### src/sv/ipa_pkg.sv
// Shared types and constants for the identifier pool allocator.
// No dependencies; every other file of the block imports this package.
`timescale 1ns / 1ps

package ipa_pkg;

  localparam int ID_W         = 11;
  localparam int OP_W         = 2;
  localparam int ST_W         = 2;
  localparam int WORD_W       = 32;
  localparam int WORD_LSB     = 5;
  localparam int CAPACITY_DEF = 1024;

  localparam logic [OP_W-1:0] OP_ALLOC = 2'd0;
  localparam logic [OP_W-1:0] OP_FREE  = 2'd1;
  localparam logic [OP_W-1:0] OP_MARK  = 2'd2;
  localparam logic [OP_W-1:0] OP_GROW  = 2'd3;

  localparam logic [ST_W-1:0] ST_DONE = 2'd0;
  localparam logic [ST_W-1:0] ST_FULL = 2'd1;
  localparam logic [ST_W-1:0] ST_SAME = 2'd2;
  localparam logic [ST_W-1:0] ST_ZERO = 2'd3;

  typedef struct packed {
    logic [OP_W-1:0] opcode;
    logic [ID_W-1:0] id;
    logic [ID_W-1:0] new_size;
  } in_item_t;

  typedef struct packed {
    logic [ID_W-1:0] result_id;
    logic [ID_W-1:0] used_count;
    logic [ST_W-1:0] status;
  } out_item_t;

endpackage

### src/sv/ipa_mod_unit.sv
// Iterative remainder unit: one restoring step per cycle over ID_W bits.
// Depends on ipa_pkg.
`timescale 1ns / 1ps

module ipa_mod_unit (
  input  logic                   clk,
  input  logic                   rst_n,
  input  logic                   start,
  input  logic [ipa_pkg::ID_W-1:0] dividend,
  input  logic [ipa_pkg::ID_W-1:0] divisor,
  output logic                   done,
  output logic [ipa_pkg::ID_W-1:0] remainder
);
  import ipa_pkg::*;

  localparam int CntW = $clog2(ID_W + 1);

  logic            active_r;
  logic [CntW-1:0] cnt_r;
  logic [ID_W-1:0] rem_r;
  logic [ID_W-1:0] dq_r;
  logic [ID_W:0]   shifted;
  logic [ID_W:0]   trial;

  assign shifted = {rem_r, dq_r[ID_W-1]};
  assign trial   = shifted - {1'b0, divisor};

  always_ff @(posedge clk) begin
    if (!rst_n) begin
      active_r <= 1'b0;
      cnt_r    <= '0;
    end else if (start) begin
      active_r <= 1'b1;
      cnt_r    <= CntW'(ID_W);
    end else if (active_r) begin
      if (cnt_r != '0) begin
        cnt_r <= cnt_r - 1'b1;
      end else begin
        active_r <= 1'b0;
      end
    end
  end

  // a borrow out of the trial subtract means the divisor did not fit: restore
  always_ff @(posedge clk) begin
    if (start) begin
      rem_r <= '0;
      dq_r  <= dividend;
    end else if (active_r && cnt_r != '0) begin
      dq_r  <= {dq_r[ID_W-2:0], 1'b0};
      rem_r <= trial[ID_W] ? shifted[ID_W-1:0] : trial[ID_W-1:0];
    end
  end

  assign done      = active_r && (cnt_r == '0);
  assign remainder = rem_r;

endmodule

### src/sv/ipa_map_store.sv
// Used-slot bitmap held as words of WORD_W bits, one read and one write port.
// A word never written since reset reads as all free. Depends on ipa_pkg.
`timescale 1ns / 1ps

module ipa_map_store #(
  parameter int WORDS = ipa_pkg::CAPACITY_DEF / ipa_pkg::WORD_W,
  parameter int AW    = 5
) (
  input  logic                     clk,
  input  logic                     rst_n,
  input  logic                     rd_en,
  input  logic [AW-1:0]            rd_addr,
  output logic [ipa_pkg::WORD_W-1:0] rd_data,
  input  logic                     wr_en,
  input  logic [AW-1:0]            wr_addr,
  input  logic [ipa_pkg::WORD_W-1:0] wr_data
);
  import ipa_pkg::*;

  logic [WORD_W-1:0] mem [WORDS];
  logic [WORDS-1:0]  valid_r;
  logic [WORD_W-1:0] rd_word_r;
  logic              rd_valid_r;

  always_ff @(posedge clk) begin
    if (wr_en) begin
      mem[wr_addr] <= wr_data;
    end
    if (rd_en) begin
      rd_word_r <= mem[rd_addr];
    end
  end

  always_ff @(posedge clk) begin
    if (!rst_n) begin
      valid_r    <= '0;
      rd_valid_r <= 1'b0;
    end else begin
      if (wr_en) begin
        valid_r[wr_addr] <= 1'b1;
      end
      if (rd_en) begin
        rd_valid_r <= valid_r[rd_addr];
      end
    end
  end

  assign rd_data = rd_valid_r ? rd_word_r : '0;

endmodule

### src/sv/ipa_scan_unit.sv
// Free-slot finder for one bitmap word: masks the slots outside the pool and
// before the scan start, then picks the lowest free bit. Depends on ipa_pkg.
`timescale 1ns / 1ps

module ipa_scan_unit (
  input  logic [ipa_pkg::WORD_W-1:0]   word,
  input  logic                         at_last,
  input  logic [ipa_pkg::WORD_LSB-1:0] lim_bit,
  input  logic                         first,
  input  logic [ipa_pkg::WORD_LSB-1:0] start_bit,
  output logic                         found,
  output logic [ipa_pkg::WORD_LSB-1:0] bit_idx
);
  import ipa_pkg::*;

  localparam logic [WORD_W-1:0] ONES = '1;

  logic [WORD_W-1:0] free_vec;

  always_comb begin
    free_vec = ~word;
    // drop slots beyond the end of the pool in its last word
    if (at_last) begin
      free_vec = free_vec & (ONES >> (WORD_LSB'(WORD_W - 1) - lim_bit));
    end
    if (first) begin
      free_vec = free_vec & (ONES << start_bit);
    end
  end

  always_comb begin
    bit_idx = '0;
    for (int b = WORD_W - 1; b >= 0; b--) begin
      if (free_vec[b]) begin
        bit_idx = WORD_LSB'(b);
      end
    end
  end

  assign found = |free_vec;

endmodule

### src/sv/id_pool_next_fit_allocator_unit.sv
// Identifier pool with next-fit allocation: top level and sequencer.
// Depends on ipa_pkg, ipa_mod_unit, ipa_map_store and ipa_scan_unit.
//
// Usage: drive in_item and raise start; the item transfers at a rising edge
// with start high and busy low. Each item gives one result on out_item,
// marked by out_valid for exactly one cycle; the receiver must take it then.
// Path from the accepting edge to out_valid:
//   grow, allocate on a full pool, free/mark on an empty pool: in the cycle after.
//   free / mark: the bit-serial remainder unit, then a bitmap read and update.
//   allocate: a read of the start word, then one word more per bitmap word
//   visited after the first, the scan unit reading one WORD_W-bit word of
//   the bitmap RAM per cycle.
// busy is high while an item is in the sequencer; the next item may follow
// on the cycle after out_valid, or straight away after an item answered from idle.
// Reset empties the pool (size 0) and takes effect at once: per-word valid
// flags make every bitmap word read as free until it is first written, so no
// clearing pass is needed. Growing the pool leaves the bitmap untouched.
`timescale 1ns / 1ps

module id_pool_next_fit_allocator_unit #(
  parameter int CAPACITY = ipa_pkg::CAPACITY_DEF
) (
  input  logic               clk,
  input  logic               rst_n,
  input  logic               start,
  input  ipa_pkg::in_item_t  in_item,
  output logic               busy,
  output logic               out_valid,
  output ipa_pkg::out_item_t out_item
);
  import ipa_pkg::*;

  localparam int WORDS  = (CAPACITY + WORD_W - 1) / WORD_W;
  localparam int WA     = (WORDS > 1) ? $clog2(WORDS) : 1;
  localparam int MAX_ID = (1 << ID_W) - 1;
  localparam logic [ID_W-1:0] CAP_SAT = ID_W'((CAPACITY > MAX_ID) ? MAX_ID : CAPACITY);

  localparam logic [1:0] S_IDLE = 2'd0;
  localparam logic [1:0] S_MOD  = 2'd1;
  localparam logic [1:0] S_READ = 2'd2;
  localparam logic [1:0] S_EVAL = 2'd3;

  logic [1:0]          state_r, state_nxt;
  logic [ID_W-1:0]     pool_r, pool_nxt;
  logic [ID_W-1:0]     free_r, free_nxt;
  logic [ID_W-1:0]     cursor_r, cursor_nxt;
  logic [OP_W-1:0]     op_r, op_nxt;
  logic [WA-1:0]       word_r, word_nxt;
  logic [WORD_LSB-1:0] bit_r, bit_nxt;
  logic                first_r, first_nxt;
  logic                out_valid_r, out_valid_nxt;
  out_item_t           out_item_r, out_item_nxt;

  logic                rd_en, wr_en;
  logic [WA-1:0]       rd_addr;
  logic [WORD_W-1:0]   rd_data, wr_data, bit_mask;
  logic                mod_start, mod_done;
  logic [ID_W-1:0]     mod_rem, mod_slot;
  logic                scan_found;
  logic [WORD_LSB-1:0] scan_bit;
  logic [ID_W-1:0]     scan_slot;
  logic [ID_W-1:0]     last_slot, start_slot, req_sat, res_id;
  logic [WA-1:0]       last_word, next_word;
  logic [ST_W-1:0]     res_st;
  logic                finish;

  assign last_slot  = pool_r - 1'b1;
  assign last_word  = WA'(last_slot >> WORD_LSB);
  assign start_slot = (cursor_r == pool_r) ? '0 : cursor_r;
  assign next_word  = (word_r == last_word) ? '0 : word_r + 1'b1;
  assign req_sat    = (in_item.new_size > CAP_SAT) ? CAP_SAT : in_item.new_size;
  // identifier zero wraps to the last slot
  assign mod_slot   = (mod_rem == '0) ? last_slot : mod_rem - 1'b1;
  assign scan_slot  = ID_W'({word_r, scan_bit});
  assign bit_mask   = WORD_W'(1) << ((op_r == OP_ALLOC) ? scan_bit : bit_r);

  ipa_mod_unit u_mod (
    .clk       (clk),
    .rst_n     (rst_n),
    .start     (mod_start),
    .dividend  (in_item.id),
    .divisor   (pool_r),
    .done      (mod_done),
    .remainder (mod_rem)
  );

  ipa_map_store #(
    .WORDS (WORDS),
    .AW    (WA)
  ) u_map (
    .clk     (clk),
    .rst_n   (rst_n),
    .rd_en   (rd_en),
    .rd_addr (rd_addr),
    .rd_data (rd_data),
    .wr_en   (wr_en),
    .wr_addr (word_r),
    .wr_data (wr_data)
  );

  ipa_scan_unit u_scan (
    .word      (rd_data),
    .at_last   (word_r == last_word),
    .lim_bit   (last_slot[WORD_LSB-1:0]),
    .first     (first_r),
    .start_bit (bit_r),
    .found     (scan_found),
    .bit_idx   (scan_bit)
  );

  always_comb begin
    state_nxt     = state_r;
    pool_nxt      = pool_r;
    free_nxt      = free_r;
    cursor_nxt    = cursor_r;
    op_nxt        = op_r;
    word_nxt      = word_r;
    bit_nxt       = bit_r;
    first_nxt     = first_r;
    out_valid_nxt = 1'b0;
    out_item_nxt  = out_item_r;
    rd_en         = 1'b0;
    rd_addr       = word_r;
    wr_en         = 1'b0;
    wr_data       = rd_data ^ bit_mask;
    mod_start     = 1'b0;
    res_id        = '0;
    res_st        = ST_DONE;
    finish        = 1'b0;

    case (state_r)
      S_IDLE: begin
        if (start) begin
          op_nxt = in_item.opcode;
          case (in_item.opcode)
            OP_ALLOC: begin
              if (free_r != '0 && pool_r != '0) begin
                word_nxt  = WA'(start_slot >> WORD_LSB);
                bit_nxt   = start_slot[WORD_LSB-1:0];
                first_nxt = 1'b1;
                state_nxt = S_READ;
              end else begin
                res_st = ST_FULL;
                finish = 1'b1;
              end
            end
            OP_FREE, OP_MARK: begin
              if (pool_r == '0) begin
                res_st = ST_ZERO;
                finish = 1'b1;
              end else begin
                mod_start = 1'b1;
                state_nxt = S_MOD;
              end
            end
            default: begin
              if (req_sat <= pool_r) begin
                res_st = ST_SAME;
              end else begin
                free_nxt = free_r + (req_sat - pool_r);
                pool_nxt = req_sat;
              end
              finish = 1'b1;
            end
          endcase
        end
      end
      S_MOD: begin
        if (mod_done) begin
          word_nxt  = WA'(mod_slot >> WORD_LSB);
          bit_nxt   = mod_slot[WORD_LSB-1:0];
          first_nxt = 1'b0;
          state_nxt = S_READ;
        end
      end
      S_READ: begin
        rd_en     = 1'b1;
        state_nxt = S_EVAL;
      end
      S_EVAL: begin
        if (op_r == OP_ALLOC) begin
          if (scan_found) begin
            wr_en      = 1'b1;
            free_nxt   = free_r - 1'b1;
            cursor_nxt = scan_slot + 1'b1;
            res_id     = scan_slot + 1'b1;
            finish     = 1'b1;
            state_nxt  = S_IDLE;
          end else begin
            // fetch the following word, wrapping at the end of the pool
            rd_en     = 1'b1;
            rd_addr   = next_word;
            word_nxt  = next_word;
            first_nxt = 1'b0;
          end
        end else begin
          if (rd_data[bit_r] == (op_r == OP_FREE)) begin
            wr_en    = 1'b1;
            free_nxt = (op_r == OP_FREE) ? free_r + 1'b1 : free_r - 1'b1;
          end else begin
            res_st = ST_SAME;
          end
          finish    = 1'b1;
          state_nxt = S_IDLE;
        end
      end
      default: begin
        state_nxt = S_IDLE;
      end
    endcase

    if (finish) begin
      out_valid_nxt           = 1'b1;
      out_item_nxt.result_id  = res_id;
      out_item_nxt.used_count = pool_nxt - free_nxt;
      out_item_nxt.status     = res_st;
    end
  end

  always_ff @(posedge clk) begin
    if (!rst_n) begin
      state_r     <= S_IDLE;
      pool_r      <= '0;
      free_r      <= '0;
      cursor_r    <= '0;
      out_valid_r <= 1'b0;
    end else begin
      state_r     <= state_nxt;
      pool_r      <= pool_nxt;
      free_r      <= free_nxt;
      cursor_r    <= cursor_nxt;
      out_valid_r <= out_valid_nxt;
    end
  end

  always_ff @(posedge clk) begin
    op_r       <= op_nxt;
    word_r     <= word_nxt;
    bit_r      <= bit_nxt;
    first_r    <= first_nxt;
    out_item_r <= out_item_nxt;
  end

  assign busy      = (state_r != S_IDLE);
  assign out_valid = out_valid_r;
  assign out_item  = out_item_r;

`ifndef SYNTH
  a_no_result_while_busy: assert property (@(posedge clk) disable iff (!rst_n)
    busy |-> !out_valid)
    else $error("result strobe raised while an item is still in flight");

  a_cursor_in_pool: assert property (@(posedge clk) disable iff (!rst_n)
    cursor_r <= pool_r)
    else $error("next-fit cursor beyond pool size");

  a_free_in_pool: assert property (@(posedge clk) disable iff (!rst_n)
    free_r <= pool_r)
    else $error("free count exceeds pool size");

  a_alloc_id_done: assert property (@(posedge clk) disable iff (!rst_n)
    (out_valid && out_item.result_id != '0) |-> (out_item.status == ST_DONE))
    else $error("identifier returned with a non-done status");
`endif

endmodule

### config.mk
export PLATFORM = sky130hd
export DESIGN_NAME = id_pool_next_fit_allocator_unit
export DESIGN_NICKNAME = d
export VERILOG_FILES = /design/src/sv/ipa_pkg.sv /design/src/sv/ipa_mod_unit.sv /design/src/sv/ipa_map_store.sv /design/src/sv/ipa_scan_unit.sv /design/src/sv/id_pool_next_fit_allocator_unit.sv
export SDC_FILE = /design/constraint.sdc
export NUM_CORES = 2
export LEC_CHECK = 0
export ABC_AREA = 1
export BUFFER_PORTS_ARGS = -buffer_cell sky130_fd_sc_hd__buf_4
export CORE_MARGIN = 3
export CORE_UTILIZATION = 30
export DETAILED_ROUTE_END_ITERATION = 6
export PLACE_DENSITY = 0.55
export SLEW_MARGIN = 30
export SYNTH_ARGS = -nofsm -noshare
export SYNTH_HDL_FRONTEND = slang
export SYNTH_SLANG_ARGS = --single-unit
export TNS_END_PERCENT = 20
### constraint.sdc
create_clock -name clk -period 6.2 [get_ports clk]
set_input_delay 1.24 -clock clk [delete_from_list [all_inputs] [get_ports clk]]
set_output_delay 1.24 -clock clk [all_outputs]
set_load 0.02 [all_outputs]
==> metrics.md <==
| Metric | Value |
|---|---|
| Reg2reg end | u_map.rd_word_r[21] |
| Final worst-path cycle share | 91.5% |
| Syn_nets | 4561 |
| Synth Cell Area | 52000 sq um |
| Ant. Diodes | 0 |
| Internal Power | 16.6 mW |
| Worst Min Path Start | u_map.valid_r[1] |
| WS Path Type | reg2reg |
| Total power | 25.3 mW |
| Vias in the first global route | 35669 |
| Seq pwr share | 39.3% |
| Die Wd | 422 microns |
| Hold Vio Cnt, Final | 0 |
| # hold bufs at CTS | 0 |
| Final min period | 5.67 ns |
| Global-route wire length before repair | 246000 microns |
| Maximum vdd drop | 299 uV |
| Syn. warnings | 0 |
| Cell variety after synth | 56 |
| Chip height | 422 microns |
| Final Cell Area | 61000 sq um |
| Initial antenna violation count | 1 |
| Worst-skew pair later-pin latency | 0.78 ns |
| Final wirelength | 168000 microns |
| Max-slew violations | 0 |
| Count of buffers from port buffering | 52 |
| Worst rel slew slack | 35.3% |
| Crit-path slowest cell | a31oi_1 |
| Routed Antenna Nets | 0 |
| Post-DR wirelength/cell | 23.9 microns |
| Final Net Count | 4714 |
| R2R setup slack | 0.53 ns |
| Synthesized instance count | 4459 |
| Global route total overflow | 0 |
| #FFs+latches synth | 1189 |
| Die area | 178000 sq um |
| Drt first pass iters | 6 |
| # rows | 152 |
| RR Startpoint | pool_r[0] |
| Endpoint class of the critical path | flip-flop |
| Peak Freq | 176 MHz |
| Hold-critical path depth | 1 |
| Vias per std cell | 5.32 |
| CP arrival | 6.20 ns |
| DP Cell Count | 6784 |
| Net Sw Power | 8.70 mW |
| Share of post-route cells with drive strength above 1 | 12.0% |
| Clock power frac | 30.6% |
| Outcome | finished, final reports clean |
| Met2 Use GR | 29.9% |
| Sw Ratio | 34.4% |
| Layout Utilization | 35.5% |
| Routability congestion estimate | 0.960 |
| Crit Path Max Fanout | 64 |
| Initial DRC count | 3794 |
| FF-to-FF path depth | 32 |
| # H-tree levels | 4 |
| CTS tree | built |
| Skew final | 0.0397 ns |
| DR vias | 37374 |
| Fin Hold WS | 0.462 ns |
| Root Driver | clkbuf_16 |
| Sink Count | 1189 |
| Final cell count without fillers | 7019 |
| DP HPWL | 96500 microns |
| Combinational group share of total power | 30.0% |
| Cts bufs inserted | 132 |
| Grt met1 use | 25.2% |
| Pin count of the biggest net entering global routing | 90 |
| Setup violations, final | 0 |
| Clock buffer depth | 3 |
| Placed Area | 56700 sq um |
| Initial cell density of the core | 30.2% |
| GR Layer Usage met3 | 2.71% |
| Worst endpoint required time | 6.73 ns |
| HP Class | reg2reg |
| CORE AREA | 172000 sq um |
| Max cap viols | 0 |
| CP Launch Type | flip-flop |
| Least-Margin Pin Slew | 0.966 ns |
| Fillers | 16744 |
| Io pins | 53 |
| Crit-path most repeated cell | nand2_1 |
| GRT Util Overall | 18.4% |
| Post-Syn Area per Cell | 11.7 sq um |
| Leak | 20.9 nW |
| DR DRC count | 0 |
| P&R area growth vs syn | 17.5% |
| Setup TNS | 0 ns |
| Most used routing layer | met2 |
| Hold Crit Endpoint | u_map.valid_r[1] |
| Sequential-to-total area share from yosys stat | 67.1% |
| PwrDens | 414 nW/um^2 |
| Pre-CTS setup slack | 0.114 ns |
| Clk pin slew, worst setup/hold paths | 0.06 ns |
| Critical path's largest stage delay | 0.38 ns |
| Setup WS post-layout | 0.528 ns |
[worst max-delay path by stage]
stage,start,endpoint
finish,pool_r[0],u_map.rd_word_r[21]
global route,pool_r[0],out_item[12]
CTS,pool_r[0],out_item[12]
detailed placement,in_item[9],out_item[11]
global placement,in_item[9],out_item[12]
floorplan,in_item[9],out_item[11]
[per-layer routing]
metal / wire (microns) / vias to the layer above
met3: 10800 / 292
met4: 5300 / 0
li1: - / 16825
met5: 0 / -
met1: 72500 / 18818
met2: 79400 / 1439
[synth_stat cells (all sizes together)]
| master | count | area share, % |
|---|---|---|
| inv | 227 | 1.6 |
| a32o | 3 | 0.058 |
| edfxtp | 1104 | 64 |
| clkbuf | 137 | 1.0 |
| o21bai | 20 | 0.29 |
| o22ai | 51 | 0.61 |
| o2111ai | 23 | 0.40 |
| a221oi | 7 | 0.12 |
| nand4 | 35 | 0.42 |
| nor4 | 6 | 0.072 |
| dfxtp | 85 | 3.3 |
| o21ai | 625 | 6.0 |
| nand3b | 1 | 0.014 |
| clkinv | 6 | 0.043 |
| buf | 134 | 1.5 |
| o311ai | 4 | 0.067 |
| o221ai | 231 | 3.9 |
| a31oi | 76 | 0.91 |
| nand2 | 424 | 3.1 |
| nor3 | 26 | 0.25 |
| a22oi | 3 | 0.043 |
| ha | 63 | 1.5 |
| and2 | 2 | 0.024 |
| a21o | 3 | 0.043 |
| o211ai | 52 | 0.76 |
| or3 | 1 | 0.012 |
| o31ai | 3 | 0.043 |
| o21a | 32 | 0.46 |
| xor2 | 41 | 0.72 |
| nand3 | 170 | 1.7 |
| fa | 12 | 0.46 |
| a21oi | 94 | 0.91 |
| a211oi | 11 | 0.16 |
| o32ai | 1 | 0.017 |
| nor2 | 730 | 5.4 |
| xnor2 | 14 | 0.24 |
| or2 | 2 | 0.024 |
[cells in the final DEF (no fill, tap or decap), drive strengths merged, types with 32 or more instances in the layout]
cell | Yosys | layout
nand4 | 35 | 35
o221ai | 231 | 231
nor2 | 730 | 730
ha | 63 | 63
clkbuf | 137 | 169
clkinv | 6 | 51
a21oi | 94 | 94
buf | 134 | 290
nand3 | 170 | 170
inv | 227 | 232
dfxtp | 85 | 85
a31oi | 76 | 76
o211ai | 52 | 52
xor2 | 41 | 41
o21ai | 625 | 625
edfxtp | 1104 | 1104
o22ai | 51 | 51
o21a | 32 | 32
nand2 | 424 | 424
[power groups by stage]
stage                     sequential (mW)  combinational (mW)  clock, mW
after floorplan                      10.1                4.65          0
after global placement               10.1                7.50          0
after detailed placement             10.1                7.54          0
after CTS                            9.95                7.56       7.90
after global routing                 9.97                8.37       8.23
final                                9.95                7.60       7.75
[cells by family after synthesis]
kind of cell             count (synthesis)  synth area share, %
AND/OR/NAND/NOR                       1397                 11.0
AO/OA/AOI/OAI                         1239                 14.8
flip-flops                            1189                 67.1
buffers and inverters                  504                 4.21
adder cells (fa/ha/maj)                 75                 1.98
XOR/XNOR                                55                0.956
[final cells by class]
| type | count | area [sq um] | share of cell area (%) |
|---|---|---|---|
| Clock buffer | 169 | 3560 | 5.82 |
| Tap cell | 2310 | 2890 | 4.73 |
| Sequential cell | 1189 | 34900 | 57.1 |
| Timing Repair Buffer | 290 | 2850 | 4.66 |
| Multi-Input combinational cell | 2766 | 15300 | 25.0 |
| Clock inverter | 62 | 717 | 1.17 |
| Inverter | 233 | 905 | 1.48 |
[registers in the layout (all words and copies together), names as in the netlist, 24 cells and up]
signal,flops
out_item,24
u_map.mem,1024
u_map.rd_word_r,32
u_map.valid_r,32
[worst max-delay path, delay by kind of cell, from the launching register on]
family | cells | cell delay, ns
simple gates | 18 | 2.58
compound gates | 7 | 1.22
fa+ha+maj | 1 | 0.22
flops | 1 | 0.31
buf+inv | 6 | 0.97
[what timing repair did]
action | 4_1_cts | 5_1_grt
resized for setup | 0 | 9
endpoints found under the setup margin | 0 | 285
buffers inserted | 0 | 4
(Power assumes the default switching activity.)
